<file path="src/hw/rtl/point_in_polygon_test_top_defines.svh">
// ----------------------------------------------------------------------------
// point_in_polygon_test_top_defines
// assertion macros shared by the point-in-polygon rtl
// ----------------------------------------------------------------------------
`ifndef POINT_IN_POLYGON_TEST_TOP_DEFINES_SVH
`define POINT_IN_POLYGON_TEST_TOP_DEFINES_SVH

`ifndef SYNTHESIS

// clocked check, off while reset is asserted
`define PIP_ASSERT(label, clk, rst_n, prop) \
  label: assert property (@(posedge clk) disable iff (!rst_n) prop) \
    else $error("pip assertion failed");

// clocked check, also active during reset
`define PIP_ASSERT_ALWAYS(label, clk, prop) \
  label: assert property (@(posedge clk) prop) \
    else $error("pip assertion failed");

`else

`define PIP_ASSERT(label, clk, rst_n, prop)
`define PIP_ASSERT_ALWAYS(label, clk, prop)

`endif

`endif

</file>
<file path="src/hw/rtl/pip_pkg.sv">
`timescale 1ns / 1ps
// ----------------------------------------------------------------------------
// pip_pkg
// types and constants of the point-in-polygon crossing-number block
// ----------------------------------------------------------------------------
package pip_pkg;

  localparam int CntW = 9;

  localparam logic CMD_WRITE = 1'b0;
  localparam logic CMD_QUERY = 1'b1;

  typedef struct packed {
    logic               cmd;
    logic [7:0]         vertex_index;
    logic signed [15:0] coord_x;
    logic signed [15:0] coord_y;
  } in_word_t;

  typedef struct packed {
    logic            inside_res;
    logic [CntW-1:0] crossings;
  } out_word_t;

  // sequencer to edge pipeline
  typedef struct packed {
    logic clr;
    logic rd_vld;
    logic rd_first;
    logic close;
  } edge_ctrl_t;

  // edge pipeline to sequencer
  typedef struct packed {
    logic            done;
    logic [CntW-1:0] count;
  } edge_stat_t;

  typedef enum logic [1:0] {
    ST_IDLE,
    ST_READ,
    ST_DRAIN,
    ST_EMIT
  } seq_state_e;

endpackage

</file>
<file path="src/hw/rtl/pip_seq.sv">
`timescale 1ns / 1ps
// ----------------------------------------------------------------------------
// pip_seq
// command sequencer: vertex writes, vertex read sweep and result hand-off
// ----------------------------------------------------------------------------
`include "point_in_polygon_test_top_defines.svh"

module pip_seq #(
  parameter int MaxVertices = 256,
  parameter int CoordBits   = 16
) (
  input  logic                               clk_i,
  input  logic                               rst_ni,
  input  logic                               in_valid_i,
  output logic                               in_ready_o,
  input  pip_pkg::in_word_t                  in_word_i,
  input  logic [pip_pkg::CntW-1:0]           vertex_count_i,
  input  logic                               out_free_i,
  output logic                               res_load_o,
  input  pip_pkg::edge_stat_t                stat_i,
  output pip_pkg::edge_ctrl_t                ctrl_o,
  output logic signed [CoordBits-1:0]        qx_o,
  output logic signed [CoordBits-1:0]        qy_o,
  output logic                               we_o,
  output logic [$clog2(MaxVertices)-1:0]     waddr_o,
  output logic [2*CoordBits-1:0]             wdata_o,
  output logic                               re_o,
  output logic [$clog2(MaxVertices)-1:0]     raddr_o
);

  localparam int AW   = $clog2(MaxVertices);
  localparam int NW   = $clog2(MaxVertices + 1);
  localparam int CmpW = (NW > pip_pkg::CntW) ? NW : pip_pkg::CntW;

  pip_pkg::seq_state_e state_d, state_q;

  logic            accept, acc_query, acc_write;
  logic [CmpW-1:0] cnt_ext, cap;
  logic [NW-1:0]   n_eff, n_q;
  logic            idx_ok, rd_last;
  logic [AW-1:0]   rd_cnt_q;
  logic            rd_vld_q, rd_first_q, rd_last_q, close_q;
  logic [CoordBits-1:0] cx, cy;

  always_comb begin
    accept    = in_valid_i && in_ready_o;
    acc_query = accept && (in_word_i.cmd == pip_pkg::CMD_QUERY);
    acc_write = accept && (in_word_i.cmd == pip_pkg::CMD_WRITE);
    cnt_ext   = CmpW'(vertex_count_i);
    cap       = CmpW'(MaxVertices);
    n_eff     = NW'((cnt_ext > cap) ? cap : cnt_ext);
    idx_ok    = CmpW'(in_word_i.vertex_index) < cap;
    rd_last   = (NW'(rd_cnt_q) == (n_q - NW'(1)));
    // low coordinate bits, as a signed coordinate of the stored width
    cx        = CoordBits'($unsigned(in_word_i.coord_x));
    cy        = CoordBits'($unsigned(in_word_i.coord_y));
  end

  // next state
  always_comb begin
    state_d = state_q;
    case (state_q)
      pip_pkg::ST_IDLE: begin
        if (acc_query) begin
          state_d = (n_eff == '0) ? pip_pkg::ST_EMIT : pip_pkg::ST_READ;
        end
      end
      pip_pkg::ST_READ: begin
        if (rd_last) begin
          state_d = pip_pkg::ST_DRAIN;
        end
      end
      pip_pkg::ST_DRAIN: begin
        if (stat_i.done) begin
          state_d = pip_pkg::ST_EMIT;
        end
      end
      pip_pkg::ST_EMIT: begin
        if (out_free_i) begin
          state_d = pip_pkg::ST_IDLE;
        end
      end
      default: state_d = pip_pkg::ST_IDLE;
    endcase
  end

  // outputs
  always_comb begin
    in_ready_o = 1'b0;
    re_o       = 1'b0;
    res_load_o = 1'b0;
    case (state_q)
      pip_pkg::ST_IDLE:  in_ready_o = 1'b1;
      pip_pkg::ST_READ:  re_o       = 1'b1;
      pip_pkg::ST_DRAIN: re_o       = 1'b0;
      pip_pkg::ST_EMIT:  res_load_o = out_free_i;
      default:           re_o       = 1'b0;
    endcase
    we_o    = acc_write && idx_ok;
    waddr_o = AW'(in_word_i.vertex_index);
    wdata_o = {cx, cy};
    raddr_o = rd_cnt_q;
    ctrl_o.clr      = acc_query;
    ctrl_o.rd_vld   = rd_vld_q;
    ctrl_o.rd_first = rd_first_q;
    ctrl_o.close    = close_q;
  end

  always_ff @(posedge clk_i or negedge rst_ni) begin
    if (!rst_ni) begin
      state_q    <= pip_pkg::ST_IDLE;
      rd_cnt_q   <= '0;
      rd_vld_q   <= 1'b0;
      rd_first_q <= 1'b0;
      rd_last_q  <= 1'b0;
      close_q    <= 1'b0;
    end else begin
      state_q    <= state_d;
      rd_vld_q   <= re_o;
      rd_first_q <= re_o && (rd_cnt_q == '0);
      rd_last_q  <= re_o && rd_last;
      close_q    <= rd_vld_q && rd_last_q;
      if (acc_query) begin
        rd_cnt_q <= '0;
      end else if (re_o) begin
        rd_cnt_q <= rd_cnt_q + AW'(1);
      end
    end
  end

  always_ff @(posedge clk_i) begin
    if (acc_query) begin
      n_q  <= n_eff;
      qx_o <= cx;
      qy_o <= cy;
    end
  end

  `PIP_ASSERT(a_done_in_drain, clk_i, rst_ni, stat_i.done |-> state_q == pip_pkg::ST_DRAIN)
  `PIP_ASSERT(a_idle_no_tokens, clk_i, rst_ni, state_q == pip_pkg::ST_IDLE |-> !rd_vld_q && !close_q)
  `PIP_ASSERT(a_query_reads, clk_i, rst_ni, acc_query && n_eff != '0 |=> state_q == pip_pkg::ST_READ)

endmodule

</file>
<file path="config.mk">
export PLATFORM = sky130hd
export DESIGN_NAME = pip_seq
export DESIGN_NICKNAME = d
export VERILOG_FILES = /design/src/hw/rtl/pip_pkg.sv /design/src/hw/rtl/pip_seq.sv
export VERILOG_INCLUDE_DIRS = /design/src /design/src/hw/rtl
export SDC_FILE = /design/constraint.sdc
export NUM_CORES = 1
export LEC_CHECK = 0
export BUFFER_PORTS_ARGS = -buffer_cell sky130_fd_sc_hd__buf_4
export CAP_MARGIN = 40
export CORE_MARGIN = 2
export CORE_UTILIZATION = 40
export CTS_CLUSTER_SIZE = 20
export DETAILED_ROUTE_END_ITERATION = 10
export MAX_ROUTING_LAYER = met4
export PLACE_DENSITY = 0.8
export SLEW_MARGIN = 30
export SYNTH_ARGS = -nofsm -noshare
export SYNTH_HDL_FRONTEND = slang
export SYNTH_SLANG_ARGS = --single-unit
</file>
<file path="constraint.sdc">
create_clock -name clk_i -period 2.4 [get_ports clk_i]
set_clock_uncertainty 0.1 [all_clocks]
set_input_delay 0.12 -clock clk_i [delete_from_list [all_inputs] [get_ports clk_i]]
set_output_delay 0.12 -clock clk_i [all_outputs]
set_load 0.01 [all_outputs]
</file>
After elaboration in Yosys (flattened, before gate mapping)
Index checks and enable logic that the tools add are counted.
{"block": "word_totals", "regBits": 55, "out_inout_bits": 88, "wordCells": 44}
{"block": "classes", "n_addsub": 2, "order_cmp": 1, "eq_ne": 8, "n_mux": 12, "bitwise": 1, "reduce_logical": 11}
{"op": "$mux 8", "count": 2}
{"op": "$mux 2", "count": 5}
{"op": "$eq 8x9->1", "count": 1}
{"op": "$gt 9x9->1 const B", "count": 1}
{"op": "$logic_not 9->1", "count": 1}
{"op": "$mux 9", "count": 1}
{"op": "$sub 9x1->9 const B", "count": 1}
{"op": "$add 8x1->8 const B", "count": 1}
{"op": "$logic_not 8->1", "count": 1}
{"op": "$ne 2x2->1 const B", "count": 4}
{"op": "$pmux 2 s4", "count": 1}
{"op": "$logic_and 1x1->1", "count": 6}
{"op": "$eq 2x2->1 const B", "count": 2}
{"op": "$reduce_and 4->1", "count": 1}
{"op": "$mux 1", "count": 3}
{"op": "$eq 2x1->1 const B", "count": 1}
{"op": "$logic_not 2->1", "count": 1}
{"op": "$reduce_bool 2->1", "count": 1}
{"op": "$not 1->1", "count": 1}

Depth between registers and ports, before layout
{"block": "depth", "depth_word": 6, "depth_mapped": 8, "mapped_depth_nobuf": 8}

Worst setup path after synthesis
Ideal clock, no wire load.
{"block": "synth_path", "path_kind": "register to register", "from": "register n_q[0]", "to": "register state_q[1]", "setup_time_ns": 0.079, "t_arrival_ns": 2.231, "path_slack_ns": -0.010, "stages_incl_launch_ff": 9, "path_buffers": 0, "synth_period_minus_slack_ns": 2.410, "cell_sequence": "edfxtp_1 -> inv_1 -> ha_1 -> or2b_1 -> or3_1 -> a211oi_2 -> o2111ai_2 -> a211oi_2 -> mux2i_1"}
{"block": "synth_via", "elab_chain_len": 4}
{"element": "start, declared", "line_no": "pip_seq.sv:39", "rtl": "logic [NW-1:0] n_eff, n_q;"}
{"element": "start signal, assigned", "line_no": "pip_seq.sv:133", "rtl": "n_q <= n_eff;"}
{"element": "$sub 9x1->9", "line_no": "pip_seq.sv:53", "rtl": "rd_last = (NW'(rd_cnt_q) == (n_q - NW'(1)));"}
{"element": "$eq 8x9->1", "line_no": "pip_seq.sv:53"}
{"element": "$ne 2x2->1 (no source line)"}
{"element": "$reduce_and 4->1 (no source line)"}
{"element": "end signal, assigned", "line_no": "pip_seq.sv:111", "rtl": "state_q <= pip_pkg::ST_IDLE;"}
{"element": "end signal, assigned", "line_no": "pip_seq.sv:118", "rtl": "state_q <= state_d;"}
{"element": "end, declared", "line_no": "pip_seq.sv:35", "rtl": "pip_pkg::seq_state_e state_d, state_q;"}
Every way passes these cells.
A chain may end at the register's enable or synchronous reset.

Worst setup path after layout
{"block": "layout_path", "from": "register n_q[4]", "to": "register state_q[1]"}
The elaborated chain is that of the path after synthesis.

==> results.json <==
{
  "cts_tree": "built",
  "start_util_pct": 41.9,
  "drt_iter0_markers": 75,
  "drt-total-wl_mm": 6.01,
  "boundaryPins": 152,
  "numCtsBuffers": 5,
  "total_power_mw": 2.86,
  "fin_ws_ns": 0.0452,
  "dp_slack_ns": -0.0318,
  "status": "finished, final reports clean",
  "area_delta_synth_final_pct": 46.9,
  "dp_hpwl_mm": 4.16,
  "place_area_sq_um": 3440,
  "critPathArrivalTime_ns": 2.48,
  "syn_area_sq_um": 2690,
  "synth-seq-cells": 55,
  "core-area_sq_um": 6420,
  "clkLatencyLatePin_ns": 0.30,
  "max_freq_ghz": 0.425,
  "row_count": 29,
  "holdPathStages": 2,
  "ir_drop_uv": 343,
  "fin_tns_setup_ns": 0,
  "rsz0062_at_grt": "yes",
  "critPathKind": "register to register",
  "num_vias": 1993,
  "leakage_nw": 1.73,
  "path_clk_slew_ns": 0.10,
  "synth_top_area_cell": "edfxtp_1",
  "synth_flop_cell": "edfxtp_1",
  "crit_path_end_kind": "register",
  "ant_nets": 0,
  "finalSetupViolCount": 0,
  "vias_per_cell": 4.71,
  "die_w_um": 86.1,
  "worst_pin_slew_ns": 0.363,
  "final_cell_mix": "buf_4, edfxtp_1, dlygate4sd3_1",
  "yosys-top-cells-area": "edfxtp_1, dfrtp_1, buf_4",
  "synth.top_cell.area_share_pct": 45.7,
  "wire_per_inst_um": 14.2,
  "hold_viol_final": 0,
  "synth_warnings": 0,
  "crit_path_max_fanout": 5,
  "period_share_pct": 98.1,
  "synth_edf_count": 41,
  "grt_max_degree": 30,
  "drive_gt1_share_pct": 46.0,
  "route.detailed.drc": 0,
  "hold_path_class": "primary input to register",
  "ff2ff_setup_slack_ns": 0.05,
  "slew_headroom_pct": 75.8,
  "cellPowerDensity_nw_per_um2": 723,
  "dieArea_sq_um": 7410,
  "post-route-min-period_ns": 2.35,
  "first_pass_iters": 4,
  "fin_area_sq_um": 3960,
  "ys_types": 37,
  "startpoint_type": "register",
  "cap_violations": 0,
  "hold_slack_ns": 0.0243,
  "grt_pass1_vias": 2014,
  "syn_inst": 213,
  "grt_antenna_before_repair": 0,
  "synth.avg_cell_area_sq_um": 12.6,
  "yosysSeqAreaShare_pct": 58.7,
  "die_y_um": 86.1,
  "antenna_cells": 0,
  "htree_levels": 2,
  "grt_first_pass_wirelength_mm": 9.22,
  "gr-total-overflow": 0,
  "track_usage_pct": 16.4,
  "clk_path_buf_depth": 2,
  "r2r_cells": 6,
  "async_flop_share_pct": 25.5,
  "clock_sinks": 55,
  "place.gp.congestion": 0.792,
  "clockRootBuffer": "clkbuf_8",
  "nNetsFinal": 416,
  "syn-num-nets": 284,
  "worstPathRequired_ns": 2.53,
  "portBuffers": 126,
  "final_common_cell": "buf_4",
  "report.final.slew_viol_count": 0
}
==> what timing repair did <==
item                                    4_1_cts  5_1_grt
pin swaps                                     2        9
cloned                                        0        0
hold buffers                                 34        0
gates resized for setup                       4        4
hold endpoints to repair                     47        0
setup buffers                                 1        4
endpoints found under the setup margin        2        2
==> registers in the layout (all words and copies together), names as in the netlist <==
| name | flops |
|---|---|
| close_q | 1 |
| n_q | 9 |
| qx_o | 16 |
| qy_o | 16 |
| raddr_o | 8 |
| rd_first_q | 1 |
| rd_last_q | 1 |
| rd_vld_q | 1 |
| state_q | 2 |
==> power by group <==
group | internal [mW] | total [mW] | leakage [nW] | switching (mW)
Sequential | 1.18 | 1.31 | 0.561 | 0.125
Clock | 0.306 | 0.593 | 0.0556 | 0.287
Combinational | 0.503 | 0.962 | 1.11 | 0.459
Total | 1.99 | 2.86 | 1.73 | 0.871
==> final cells by class <==
cell class	instances	area (sq um)
clock buffers	5	68.8
clock inverters	3	38.8
fillers	499	2460
inverters	10	37.5
multi-input cells	100	751
flip-flops and latches	55	1580
well taps	77	96.3
repair buffers	173	1380
==> metrics by stage <==
stage | util, % | std cells
5_1_grt | 61.6 | 423
3_3_place_gp | 53.6 | 377
2_1_floorplan | - | 213
3_5_place_dp | 53.6 | 377
4_1_cts | 61.0 | 420
6_report | 61.6 | 423
==> final timing paths <==
kind                                           to           startpoint
setup / recovery           state_q[1]$_DFFE_PN0P_     n_q[4]$_DFFE_PP_
hold / removal                   n_q[5]$_DFFE_PP_    vertex_count_i[5]
setup reg to reg           state_q[1]$_DFFE_PN0P_     n_q[4]$_DFFE_PP_
hold reg to reg                 close_q$_DFF_PN0_  rd_last_q$_DFF_PN0_
max in group asynchronous  raddr_o[3]$_DFFE_PN0P_               rst_ni
min in group asynchronous  state_q[1]$_DFFE_PN0P_               rst_ni
==> kinds of logic (layout without fill, tap and decap cells) <==
| group | count (synthesis) | count (layout) | synth area share [%] |
|---|---|---|---|
| mux | 2 | 2 | 0.743 |
| fa+ha+maj | 8 | 8 | 3.62 |
| compound gates | 18 | 18 | 5.76 |
| simple gates | 57 | 57 | 11.5 |
| buf+inv | 58 | 191 | 14.8 |
| xor+xnor | 15 | 15 | 4.88 |
| flops | 55 | 55 | 58.7 |
==> metal layers <==
layer | wire length, um | GRT usage, % | up-vias
met2 | 3110 | 27.3 | 90
met5 | 0 | - | -
met3 | 422 | 4.62 | 6
met4 | 78 | 4.47 | 0
li1 | - | - | 960
met1 | 2400 | 19.5 | 937
==> worst max-delay path, cell delays in order, from the launching register on <==
cell and delay [ns]:
edfxtp_1 0.47, or3_4 0.40, or3_1 0.38, a211oi_2 0.25
o2111ai_2 0.18, a211oi_2 0.29, mux2i_1 0.21
==> synth_stat cells, types with 3 or more instances <==
cell,number
a21oi_1,5
xnor2_1,7
ha_1,7
nand4_1,3
inv_1,10
or3_1,8
buf_4,44
nor2_1,13
xor2_1,8
nand2_1,6
nor4_1,3
nand3_1,3
nor2b_1,8
o21ai_0,3
edfxtp_1,41
dfrtp_1,14
No activity file was read; power rests on OpenSTA's default activity.
