$ cat src/hw/rtl/point_in_polygon_test_top_defines.svh
// ----------------------------------------------------------------------------
// point_in_polygon_test_top_defines
// assertion macros shared by the point-in-polygon rtl
// ----------------------------------------------------------------------------
`ifndef POINT_IN_POLYGON_TEST_TOP_DEFINES_SVH
`define POINT_IN_POLYGON_TEST_TOP_DEFINES_SVH

`ifndef SYNTHESIS

// clocked check, off while reset is asserted
`define PIP_ASSERT(label, clk, rst_n, prop) \
  label: assert property (@(posedge clk) disable iff (!rst_n) prop) \
    else $error("pip assertion failed");

// clocked check, also active during reset
`define PIP_ASSERT_ALWAYS(label, clk, prop) \
  label: assert property (@(posedge clk) prop) \
    else $error("pip assertion failed");

`else

`define PIP_ASSERT(label, clk, rst_n, prop)
`define PIP_ASSERT_ALWAYS(label, clk, prop)

`endif

`endif

$ cat src/hw/rtl/pip_pkg.sv
`timescale 1ns / 1ps
// ----------------------------------------------------------------------------
// pip_pkg
// types and constants of the point-in-polygon crossing-number block
// ----------------------------------------------------------------------------
package pip_pkg;

  localparam int CntW = 9;

  localparam logic CMD_WRITE = 1'b0;
  localparam logic CMD_QUERY = 1'b1;

  typedef struct packed {
    logic               cmd;
    logic [7:0]         vertex_index;
    logic signed [15:0] coord_x;
    logic signed [15:0] coord_y;
  } in_word_t;

  typedef struct packed {
    logic            inside_res;
    logic [CntW-1:0] crossings;
  } out_word_t;

  // sequencer to edge pipeline
  typedef struct packed {
    logic clr;
    logic rd_vld;
    logic rd_first;
    logic close;
  } edge_ctrl_t;

  // edge pipeline to sequencer
  typedef struct packed {
    logic            done;
    logic [CntW-1:0] count;
  } edge_stat_t;

  typedef enum logic [1:0] {
    ST_IDLE,
    ST_READ,
    ST_DRAIN,
    ST_EMIT
  } seq_state_e;

endpackage

$ cat src/hw/rtl/pip_edge.sv
`timescale 1ns / 1ps
// ----------------------------------------------------------------------------
// pip_edge
// edge test pipeline: pairs consecutive vertices, tests one edge a cycle
// ----------------------------------------------------------------------------
module pip_edge #(
  parameter int CoordBits = 16
) (
  input  logic                        clk_i,
  input  logic                        rst_ni,
  input  pip_pkg::edge_ctrl_t         ctrl_i,
  input  logic signed [CoordBits-1:0] qx_i,
  input  logic signed [CoordBits-1:0] qy_i,
  input  logic [2*CoordBits-1:0]      rdata_i,
  output pip_pkg::edge_stat_t         stat_o
);

  localparam int DW = CoordBits + 1;
  localparam int PW = 2 * CoordBits + 2;

  // vertex token: ram data, or the first vertex again for the closing edge
  logic                        tok_vld;
  logic                        e_vld;
  logic signed [CoordBits-1:0] rd_x, rd_y, tok_x, tok_y;
  logic signed [CoordBits-1:0] first_x_q, first_y_q, prev_x_q, prev_y_q;

  // stage 1 compare and differences
  logic signed [CoordBits-1:0] ylo, yhi, xhi;
  logic                        pre_ok, vert, dy_pos;
  logic signed [DW-1:0]        dy, dxp, dyp, dx;

  logic                 s1_vld_q, s1_last_q;
  logic                 s1_pre_ok_q, s1_vert_q, s1_dy_pos_q;
  logic signed [DW-1:0] s1_dy_q, s1_dxp_q, s1_dyp_q, s1_dx_q;

  // stage 2 products
  logic                 s2_vld_q, s2_last_q;
  logic                 s2_pre_ok_q, s2_vert_q, s2_dy_pos_q;
  logic signed [PW-1:0] lhs_d, rhs_d, lhs_q, rhs_q;

  // stage 3 accumulate
  logic                         hit;
  logic                         done_d, done_q;
  logic [pip_pkg::CntW-1:0]     count_d, count_q;

  always_comb begin
    rd_x    = $signed(rdata_i[2*CoordBits-1:CoordBits]);
    rd_y    = $signed(rdata_i[CoordBits-1:0]);
    tok_vld = ctrl_i.rd_vld | ctrl_i.close;
    tok_x   = ctrl_i.close ? first_x_q : rd_x;
    tok_y   = ctrl_i.close ? first_y_q : rd_y;
    e_vld   = tok_vld && !(ctrl_i.rd_vld && ctrl_i.rd_first);
  end

  // edge runs from prev (x1,y1) to tok (x2,y2)
  always_comb begin
    ylo    = (prev_y_q < tok_y) ? prev_y_q : tok_y;
    yhi    = (prev_y_q < tok_y) ? tok_y : prev_y_q;
    xhi    = (prev_x_q < tok_x) ? tok_x : prev_x_q;
    pre_ok = (qy_i > ylo) && (qy_i <= yhi) && (qx_i <= xhi) && (prev_y_q != tok_y);
    vert   = (prev_x_q == tok_x);
    dy_pos = (tok_y > prev_y_q);
    dy     = DW'(tok_y) - DW'(prev_y_q);
    dxp    = DW'(qx_i) - DW'(prev_x_q);
    dyp    = DW'(qy_i) - DW'(prev_y_q);
    dx     = DW'(tok_x) - DW'(prev_x_q);
  end

  assign lhs_d = PW'(s1_dxp_q) * PW'(s1_dy_q);
  assign rhs_d = PW'(s1_dyp_q) * PW'(s1_dx_q);

  always_comb begin
    hit = s2_pre_ok_q && (s2_vert_q || (s2_dy_pos_q ? (lhs_q <= rhs_q) : (lhs_q >= rhs_q)));
    count_d = count_q;
    if (ctrl_i.clr) begin
      count_d = '0;
    end else if (s2_vld_q) begin
      count_d = count_q + pip_pkg::CntW'(hit);
    end
    done_d = s2_vld_q && s2_last_q && !ctrl_i.clr;
  end

  always_ff @(posedge clk_i or negedge rst_ni) begin
    if (!rst_ni) begin
      s1_vld_q  <= 1'b0;
      s1_last_q <= 1'b0;
      s2_vld_q  <= 1'b0;
      s2_last_q <= 1'b0;
      done_q    <= 1'b0;
      count_q   <= '0;
    end else begin
      s1_vld_q  <= e_vld;
      s1_last_q <= ctrl_i.close;
      s2_vld_q  <= s1_vld_q;
      s2_last_q <= s1_last_q;
      done_q    <= done_d;
      count_q   <= count_d;
    end
  end

  always_ff @(posedge clk_i) begin
    if (ctrl_i.rd_vld && ctrl_i.rd_first) begin
      first_x_q <= rd_x;
      first_y_q <= rd_y;
    end
    if (tok_vld) begin
      prev_x_q <= tok_x;
      prev_y_q <= tok_y;
    end
    s1_pre_ok_q <= pre_ok;
    s1_vert_q   <= vert;
    s1_dy_pos_q <= dy_pos;
    s1_dy_q     <= dy;
    s1_dxp_q    <= dxp;
    s1_dyp_q    <= dyp;
    s1_dx_q     <= dx;
    s2_pre_ok_q <= s1_pre_ok_q;
    s2_vert_q   <= s1_vert_q;
    s2_dy_pos_q <= s1_dy_pos_q;
    lhs_q       <= lhs_d;
    rhs_q       <= rhs_d;
  end

  assign stat_o.done  = done_q;
  assign stat_o.count = count_q;

endmodule

$ cat config.mk
export PLATFORM = sky130hd
export DESIGN_NAME = pip_edge
export DESIGN_NICKNAME = d
export VERILOG_FILES = /design/src/hw/rtl/point_in_polygon_test_top_defines.svh /design/src/hw/rtl/pip_pkg.sv /design/src/hw/rtl/pip_edge.sv
export SDC_FILE = /design/constraint.sdc
export NUM_CORES = 2
export LEC_CHECK = 0
export ABC_AREA = 0
export BUFFER_PORTS_ARGS = -buffer_cell sky130_fd_sc_hd__buf_2
export CAP_MARGIN = 20
export CORE_UTILIZATION = 70
export DETAILED_ROUTE_END_ITERATION = 10
export PLACE_DENSITY_LB_ADDON = 0.1
export SYNTH_ARGS = -nofsm -noshare
export SYNTH_HDL_FRONTEND = slang
export SYNTH_SLANG_ARGS = --single-unit
$ cat constraint.sdc
create_clock -name clk_i -period 12.5 [get_ports clk_i]
set_clock_uncertainty 0.15 [all_clocks]
set_input_delay 1.875 -clock clk_i [delete_from_list [all_inputs] [get_ports clk_i]]
set_output_delay 1.875 -clock clk_i [all_outputs]
set_load 0.01 [all_outputs]
# Word-level counts from Yosys, hierarchy flattened
# Index checks and enable logic that the tools add are counted.
dict set report totals {
  out_inout_bits 10
  inputBits 70
  wordCells 60
  ff_bits 220
}
dict set report op_classes {
  n_mul 2
  bitwise 1
  n_addsub 5
  mux 8
  magnitude_cmp 8
  reduce_logical 12
  eq_ne 2
}
# cell count
set op_table {}
lappend op_table {{$mux 16} 5}
lappend op_table {{$mul 17x17->34} 2}
lappend op_table {{$sub 16x16->17} 4}
lappend op_table {{$ge 34x34->1} 1}
lappend op_table {{$le 34x34->1} 1}
lappend op_table {{$gt 16x16->1} 2}
lappend op_table {{$le 16x16->1} 2}
lappend op_table {{$lt 16x16->1} 2}
lappend op_table {{$mux 9} 2}
lappend op_table {{$eq 16x16->1} 1}
lappend op_table {{$ne 16x16->1} 1}
lappend op_table {{$add 9x1->9} 1}
lappend op_table {{$logic_and 1x1->1} 8}
lappend op_table {{$logic_not 1->1} 2}
lappend op_table {{$reduce_bool 2->1} 1}
lappend op_table {{$logic_or 1x1->1} 1}
lappend op_table {{$mux 1} 1}
lappend op_table {{$or 1x1->1} 1}

# Longest topological paths before layout
dict set report depth {
  word_depth 7
  mapped_depth 25
  depth_no_buf 23
}

# Least setup slack after synthesis
# No wires, ideal clock.
dict set report synth_timing {
  path_kind {input to register}
  startpoint {input port ctrl_i[0] (netlist bit)}
  endpoint {register s1_pre_ok_q}
  path_buffers 3
  path_slack_ns 5.959
  required_time_ns 12.290
  stages 24
  arrival_ns 6.331
  setup_time_ns 0.060
  path_cell_list {clkbuf_1 clkbuf_1 mux2_2 ha_1 nor2b_1 o21ai_1 a21boi_1 o41ai_2 o21ai_1 o311a_1 a2bb2oi_2 nand2_2 buf_6 mux2i_1 ha_1 nor2b_1 o21a_1 o21a_1 o21a_1 o21a_1 o21ai_0 a21oi_1 o21ai_0 o2111a_1}
}
dict set report synth_via {
  elab_cells_between_ends 14
  cone_classes {5 x order compare; 1 x eq/ne; 5 x mux; 3 x reduce/logical}
}
# item line_no
set synth_lines {}
lappend synth_lines {{start: declaration} pip_edge.sv:11} ;# input pip_pkg::edge_ctrl_t ctrl_i,
lappend synth_lines {{$mux 16 (*)} pip_edge.sv:50} ;# tok_x = ctrl_i.close ? first_x_q : rd_x;
lappend synth_lines {{named net tok_x[1]} pip_edge.sv:24} ;# logic signed [CoordBits-1:0] rd_x, rd_y, tok_x, tok_y;
lappend synth_lines {{$lt 16x16->1} pip_edge.sv:59} ;# xhi = (prev_x_q < tok_x) ? tok_x : prev_x_q;
lappend synth_lines {{$mux 16 (*)} pip_edge.sv:59}
lappend synth_lines {{$le 16x16->1 (*)} pip_edge.sv:60} ;# pre_ok = (qy_i > ylo) && (qy_i <= yhi) && (qx_i <= xhi) && (prev_y_q != tok_y);
lappend synth_lines {{$logic_and 1x1->1 (*) (2 in a row)} pip_edge.sv:60}
lappend synth_lines {{named net pre_ok} pip_edge.sv:29} ;# logic pre_ok, vert, dy_pos;
lappend synth_lines {{end signal: assignment} pip_edge.sv:110} ;# s1_pre_ok_q <= pre_ok;
lappend synth_lines {{end: declaration} pip_edge.sv:33} ;# logic s1_pre_ok_q, s1_vert_q, s1_dy_pos_q;
# The timed path passes the listed nets; every way through them passes the cells marked *.
# A chain may end at the register's enable or synchronous reset.

# Final worst setup path
dict set report layout_timing {
  startpoint {register s1_dy_q[3]}
  endpoint {register lhs_q[33]}
}
dict set report layout_via {
  elab_chain_cells 1
}
# item line_no
set layout_rtl {}
lappend layout_rtl {{start: declaration} pip_edge.sv:34} ;# logic signed [DW-1:0] s1_dy_q, s1_dxp_q, s1_dyp_q, s1_dx_q;
lappend layout_rtl {{start signal: assignment} pip_edge.sv:113} ;# s1_dy_q <= dy;
lappend layout_rtl {{$mul 17x17->34} pip_edge.sv:69} ;# assign lhs_d = PW'(s1_dxp_q) * PW'(s1_dy_q);
lappend layout_rtl {{named net lhs_d[33]} pip_edge.sv:39} ;# logic signed [PW-1:0] lhs_d, rhs_d, lhs_q, rhs_q;
lappend layout_rtl {{end signal: assignment} pip_edge.sv:120} ;# lhs_q <= lhs_d;
lappend layout_rtl {{end: declaration} pip_edge.sv:39}
# The timed path passes the listed nets, and every way through them passes these cells.

==> impl.org <==
** Hold path
- Beginning of the worst hold path :: s1_vert_q$_DFF_P_
- Min-Delay Path Depth :: 0
- HP Class :: flip-flop to flip-flop
- The path with the worst hold slack has its endpoint at s2_vert_q$_DFF_P_.

** Cells and area
- The final layout contains 4395 nets.
- Cells with a size suffix above 1 make up 5.40% of the layout.
- Sequential cell area :: 0.00511 mm2
- Counting the fill cells in the layout gives 3314.
- Growth of design area from synthesis to finish :: 4.80%
- Final instance area :: 0.0345 mm2
- Summing all multi-input logic gate instances after layout gives 0.0247 mm2.

** Global routing
- Global routing consumed, over all layers together, 33.4% of the routing resources.
- Congestion Overflow GR :: 0
- The first global-routing pass estimated 125000 um of wire.
- Via count of the first global-routing pass :: 24.9k
- Entering global routing, the biggest net connects 35 pins.
- Initial antenna violation count :: 15

** Floorplanning
- Floorplan die area :: 0.0479 mm2
- Core footprint :: 0.0465 mm2
- Measured along the x axis, the die boundary spans 219 um.
- Vertical extent of the die :: 219 um
- In this run the core area contains 79 standard-cell rows.
- Num ports :: 80
- Effective utilization at floorplan :: 70.9%

** Logic synthesis
- Count of flip-flops with a built-in enable after synthesis :: 64
- Synthesized Nets :: 4372
- Most used flip-flop cell after synthesis :: sky130_fd_sc_hd__dfxtp_1
- In the synthesized netlist, the number of instances is 3386.
- Number of distinct library cell variants in the gate-level netlist after synthesis :: 88
- Yosys printed 0 warnings.
- In the synthesized netlist the async set-or-reset flop fraction comes to 6.36%.
- Register area share after synthesis :: 15.5%
- Cell Area, Synth :: 0.0329 mm2
- Mean instance size in the synthesized netlist :: 9.73 um2
- Synthesized flop and latch total :: 220

** STA
- Fin. Hold Viols :: 0
- Slew Viols, Final :: 0
- Setup violations remaining at the end of the flow were counted as 0.
- Headroom to the max-slew limit came out at 33.7%.
- Final worst-path cycle share :: 56.9%
- Setup repair after global routing missed its margin :: no
- Slew at the pin with the worst max-slew slack :: 0.993 ns
- For the finished layout, the period the worst path requires is 7.11 ns.
- Based on the critical path, the design can be clocked at up to 141 MHz.
- Adding up every negative setup slack in the final design gives 0 ns.
- Post-route setup slack :: 5.39 ns

** Clocking
- In this run the number of H-tree levels came out at 1.
- Clk_lat worst skew :: 0.53 ns
- Clock Sink Count :: 220
- Hold repair after CTS inserted 0 buffers.
- TritonCTS built the clock tree.
- CTS buffer count :: 23
- Clock-pin slew was measured on the worst setup and hold paths at 0.06 ns.
- Post-CTS setup-driven buffer insertion count :: 0
- The cell sitting at the root of the clock tree is a sky130_fd_sc_hd__clkbuf_16.
- The longest clock path from root to sink contains 3 buffers.
- Number of resized instances in the post-cts repair step :: 0

** Placed design
- Last weighted congestion value of the routability-driven placer :: 0.953
- Buffers added on ports :: 79
- Final HPWL from detailed placement :: 63300 um
- Once placement finished, the instance area stood at 0.0338 mm2.
- At the placement stage, the worst setup path has a slack of 4.95 ns.

** Setup path
- The startpoint identified for the worst register-to-register timing path is s1_dy_q[3]$_DFF_P_.
- Data on the critical path is required at its endpoint by 12.78 ns.
- Reg-to-reg setup timing slack :: 5.39 ns
- The critical path is of the flip-flop to flip-flop type.
- For the worst setup path, the data arrival time is 7.39 ns.
- Measured in cells, the most critical reg-to-reg path has a length of 20.
- In this run the worst path has a maximum fanout of 17.
- Worst Setup End Kind :: flip-flop
- The critical path starts at s1_dy_q[3]$_DFF_P_.
- The worst register-to-register path ends at lhs_q[33]$_DFF_P_.
- STA classifies the critical path startpoint as a flip-flop.

** Detailed routing
- DR vias/cell :: 5.78
- The first routing iteration left 1455 violations.
- The routed layout has 23.4k vias.
- After detailed routing, the average wire length per cell comes to 18.8 um.
- Residual DRC count :: 0
- After detailed routing, the total wire length is 76000 um.
- In this run the remaining antenna-violating nets after routing total 0.
- Drt pass-1 iters :: 6

** Run status
- Outcome :: finished clean

** Flow run
- The tool flagged a number of max-cap violations equal to 0.
synthesized netlist by cell type (all sizes together), types with 6 or more instances:
master	instances	share of area (%)
a21o	55	1.3
o211ai	8	0.21
and2	292	5.5
dfxtp	142	8.6
a21boi	15	0.35
nor4	7	0.13
nand4	21	0.40
clkbuf	79	0.90
a21oi	88	1.4
dfrtp	14	1.1
nor2b	25	0.50
o21a	24	0.57
mux2	35	1.2
mux2i	49	1.5
fa	596	36
buf	8	0.19
xor2	33	0.88
o21ai	65	1.0
xnor2	89	2.4
and3	13	0.25
nand2	314	3.6
a211oi	14	0.33
edfxtp	64	5.8
or3	14	0.27
ha	320	12
a2111oi	8	0.24
or2	6	0.11
nor2	119	1.4
nor3	25	0.38
inv	726	8.3
a31oi	7	0.18
o21bai	7	0.16
nand2b	20	0.38
nand3	28	0.43
worst max path at each step:
stage | to | cells after the start
after floorplan | s1_pre_ok_q$_DFF_P_ | 24
final | lhs_q[33]$_DFF_P_ | 20
after CTS | s1_pre_ok_q$_DFF_P_ | 22
after detailed placement | s1_pre_ok_q$_DFF_P_ | 22
after global placement | s1_pre_ok_q$_DFF_P_ | 22
after global routing | lhs_q[33]$_DFF_P_ | 20
critical path, cell delays in order (launching register included):
cell and delay (ns):
sky130_fd_sc_hd__dfxtp_1 0.84, sky130_fd_sc_hd__nand2_1 0.22, sky130_fd_sc_hd__inv_1 0.15, sky130_fd_sc_hd__fa_1 0.57, sky130_fd_sc_hd__fa_1 0.57, sky130_fd_sc_hd__fa_1 0.45, sky130_fd_sc_hd__fa_1 0.53, sky130_fd_sc_hd__fa_1 0.49
sky130_fd_sc_hd__inv_1 0.05, sky130_fd_sc_hd__fa_1 0.47, sky130_fd_sc_hd__inv_1 0.04, sky130_fd_sc_hd__ha_1 0.39, sky130_fd_sc_hd__a21oi_2 0.22, sky130_fd_sc_hd__nand3_1 0.12, sky130_fd_sc_hd__inv_1 0.13, sky130_fd_sc_hd__o2111ai_1 0.33
sky130_fd_sc_hd__a311oi_2 0.46, sky130_fd_sc_hd__nor2_1 0.11, sky130_fd_sc_hd__nor2_1 0.25, sky130_fd_sc_hd__a21oi_1 0.16, sky130_fd_sc_hd__o311ai_1 0.30
per-stage QoR:
stage / utilization, % / hold slack [ns] / std cells
5_1_grt: 74.3 / 0.189 / 4040
4_1_cts: 74.3 / 0.184 / 4032
6_report: 74.3 / 0.180 / 4042
3_5_place_dp: 72.7 / 0.170 / 3991
2_1_floorplan: - / 0.160 / 3386
3_3_place_gp: 72.7 / 0.163 / 3991
state kept, by name (all words and copies together), names as in the netlist, 9 cells and up:
| signal | count |
|---|---|
| count_q | 9 |
| first_x_q | 16 |
| first_y_q | 16 |
| lhs_q | 34 |
| prev_x_q | 16 |
| prev_y_q | 16 |
| rhs_q | 34 |
| s1_dx_q | 17 |
| s1_dxp_q | 17 |
| s1_dy_q | 17 |
| s1_dyp_q | 17 |
routing by layer:
metal	wire length (um)	vias up	GRT usage, %	part of all wire [%]
met5	54	-	0	0.071
met2	37600	815	56.8	50
met4	2480	8	10.6	3.3
met3	4940	182	4.56	6.5
met1	30900	11791	44.3	41
li1	-	10558	-	-
layout make-up:
class	instances	area share, %
clock buffer	33	1.86
clock inverter	8	0.214
inverter	726	7.89
tap	607	2.20
timing repair buffer	85	1.28
sequential	220	14.8
multi-input combinational	2353	71.7
antenna	10	0.0725
cells by family (layout without fill, tap and decap cells):
group                      count (synthesis)  in the layout  share of synthesized area [%]
AOI/OAI and AO/OA                        338            338                           7.25
xor gates and xnor gates                 122            122                           3.24
adders and majority gates                916            916                           48.4
buffers and inverters                    813            852                           9.37
DFF                                      220            220                           15.5
muxes                                     84             84                           2.69
other                                      0             10                              0
and+or+nand+nor                          893            893                           13.6
placed cells by master (no fill, tap or decap), types with 5 or more instances in the layout:
master / n
sky130_fd_sc_hd__nand2_1: 313
sky130_fd_sc_hd__dfrtp_1: 14
sky130_fd_sc_hd__o21ai_0: 45
sky130_fd_sc_hd__o31a_1: 5
sky130_fd_sc_hd__ha_1: 320
sky130_fd_sc_hd__nor4_1: 7
sky130_fd_sc_hd__clkbuf_1: 7
sky130_fd_sc_hd__clkbuf_16: 23
sky130_fd_sc_hd__dfxtp_1: 142
sky130_fd_sc_hd__buf_4: 6
sky130_fd_sc_hd__nand2b_1: 20
sky130_fd_sc_hd__nor2b_1: 24
sky130_fd_sc_hd__and3_1: 12
sky130_fd_sc_hd__inv_1: 726
sky130_fd_sc_hd__a21oi_1: 82
sky130_fd_sc_hd__nor3_1: 25
sky130_fd_sc_hd__mux2i_1: 49
sky130_fd_sc_hd__or2_2: 5
sky130_fd_sc_hd__diode_2: 10
sky130_fd_sc_hd__o21bai_1: 7
sky130_fd_sc_hd__and2_1: 292
sky130_fd_sc_hd__a31oi_1: 6
sky130_fd_sc_hd__nor2_1: 119
sky130_fd_sc_hd__a21o_1: 54
sky130_fd_sc_hd__mux2_2: 33
sky130_fd_sc_hd__a21boi_0: 6
sky130_fd_sc_hd__a21boi_1: 8
sky130_fd_sc_hd__xor2_1: 33
sky130_fd_sc_hd__o211ai_1: 6
sky130_fd_sc_hd__a21oi_2: 6
sky130_fd_sc_hd__fa_1: 596
sky130_fd_sc_hd__a211oi_1: 13
sky130_fd_sc_hd__nand3_1: 28
sky130_fd_sc_hd__nand4_1: 21
sky130_fd_sc_hd__xnor2_1: 89
sky130_fd_sc_hd__o21a_1: 23
sky130_fd_sc_hd__o21ai_1: 18
sky130_fd_sc_hd__buf_2: 79
sky130_fd_sc_hd__or3_1: 14
sky130_fd_sc_hd__edfxtp_1: 64
Power is left out: the tool's default activity adds up to more than one toggle a clock period on the data nets, which glitch-free logic cannot reach.
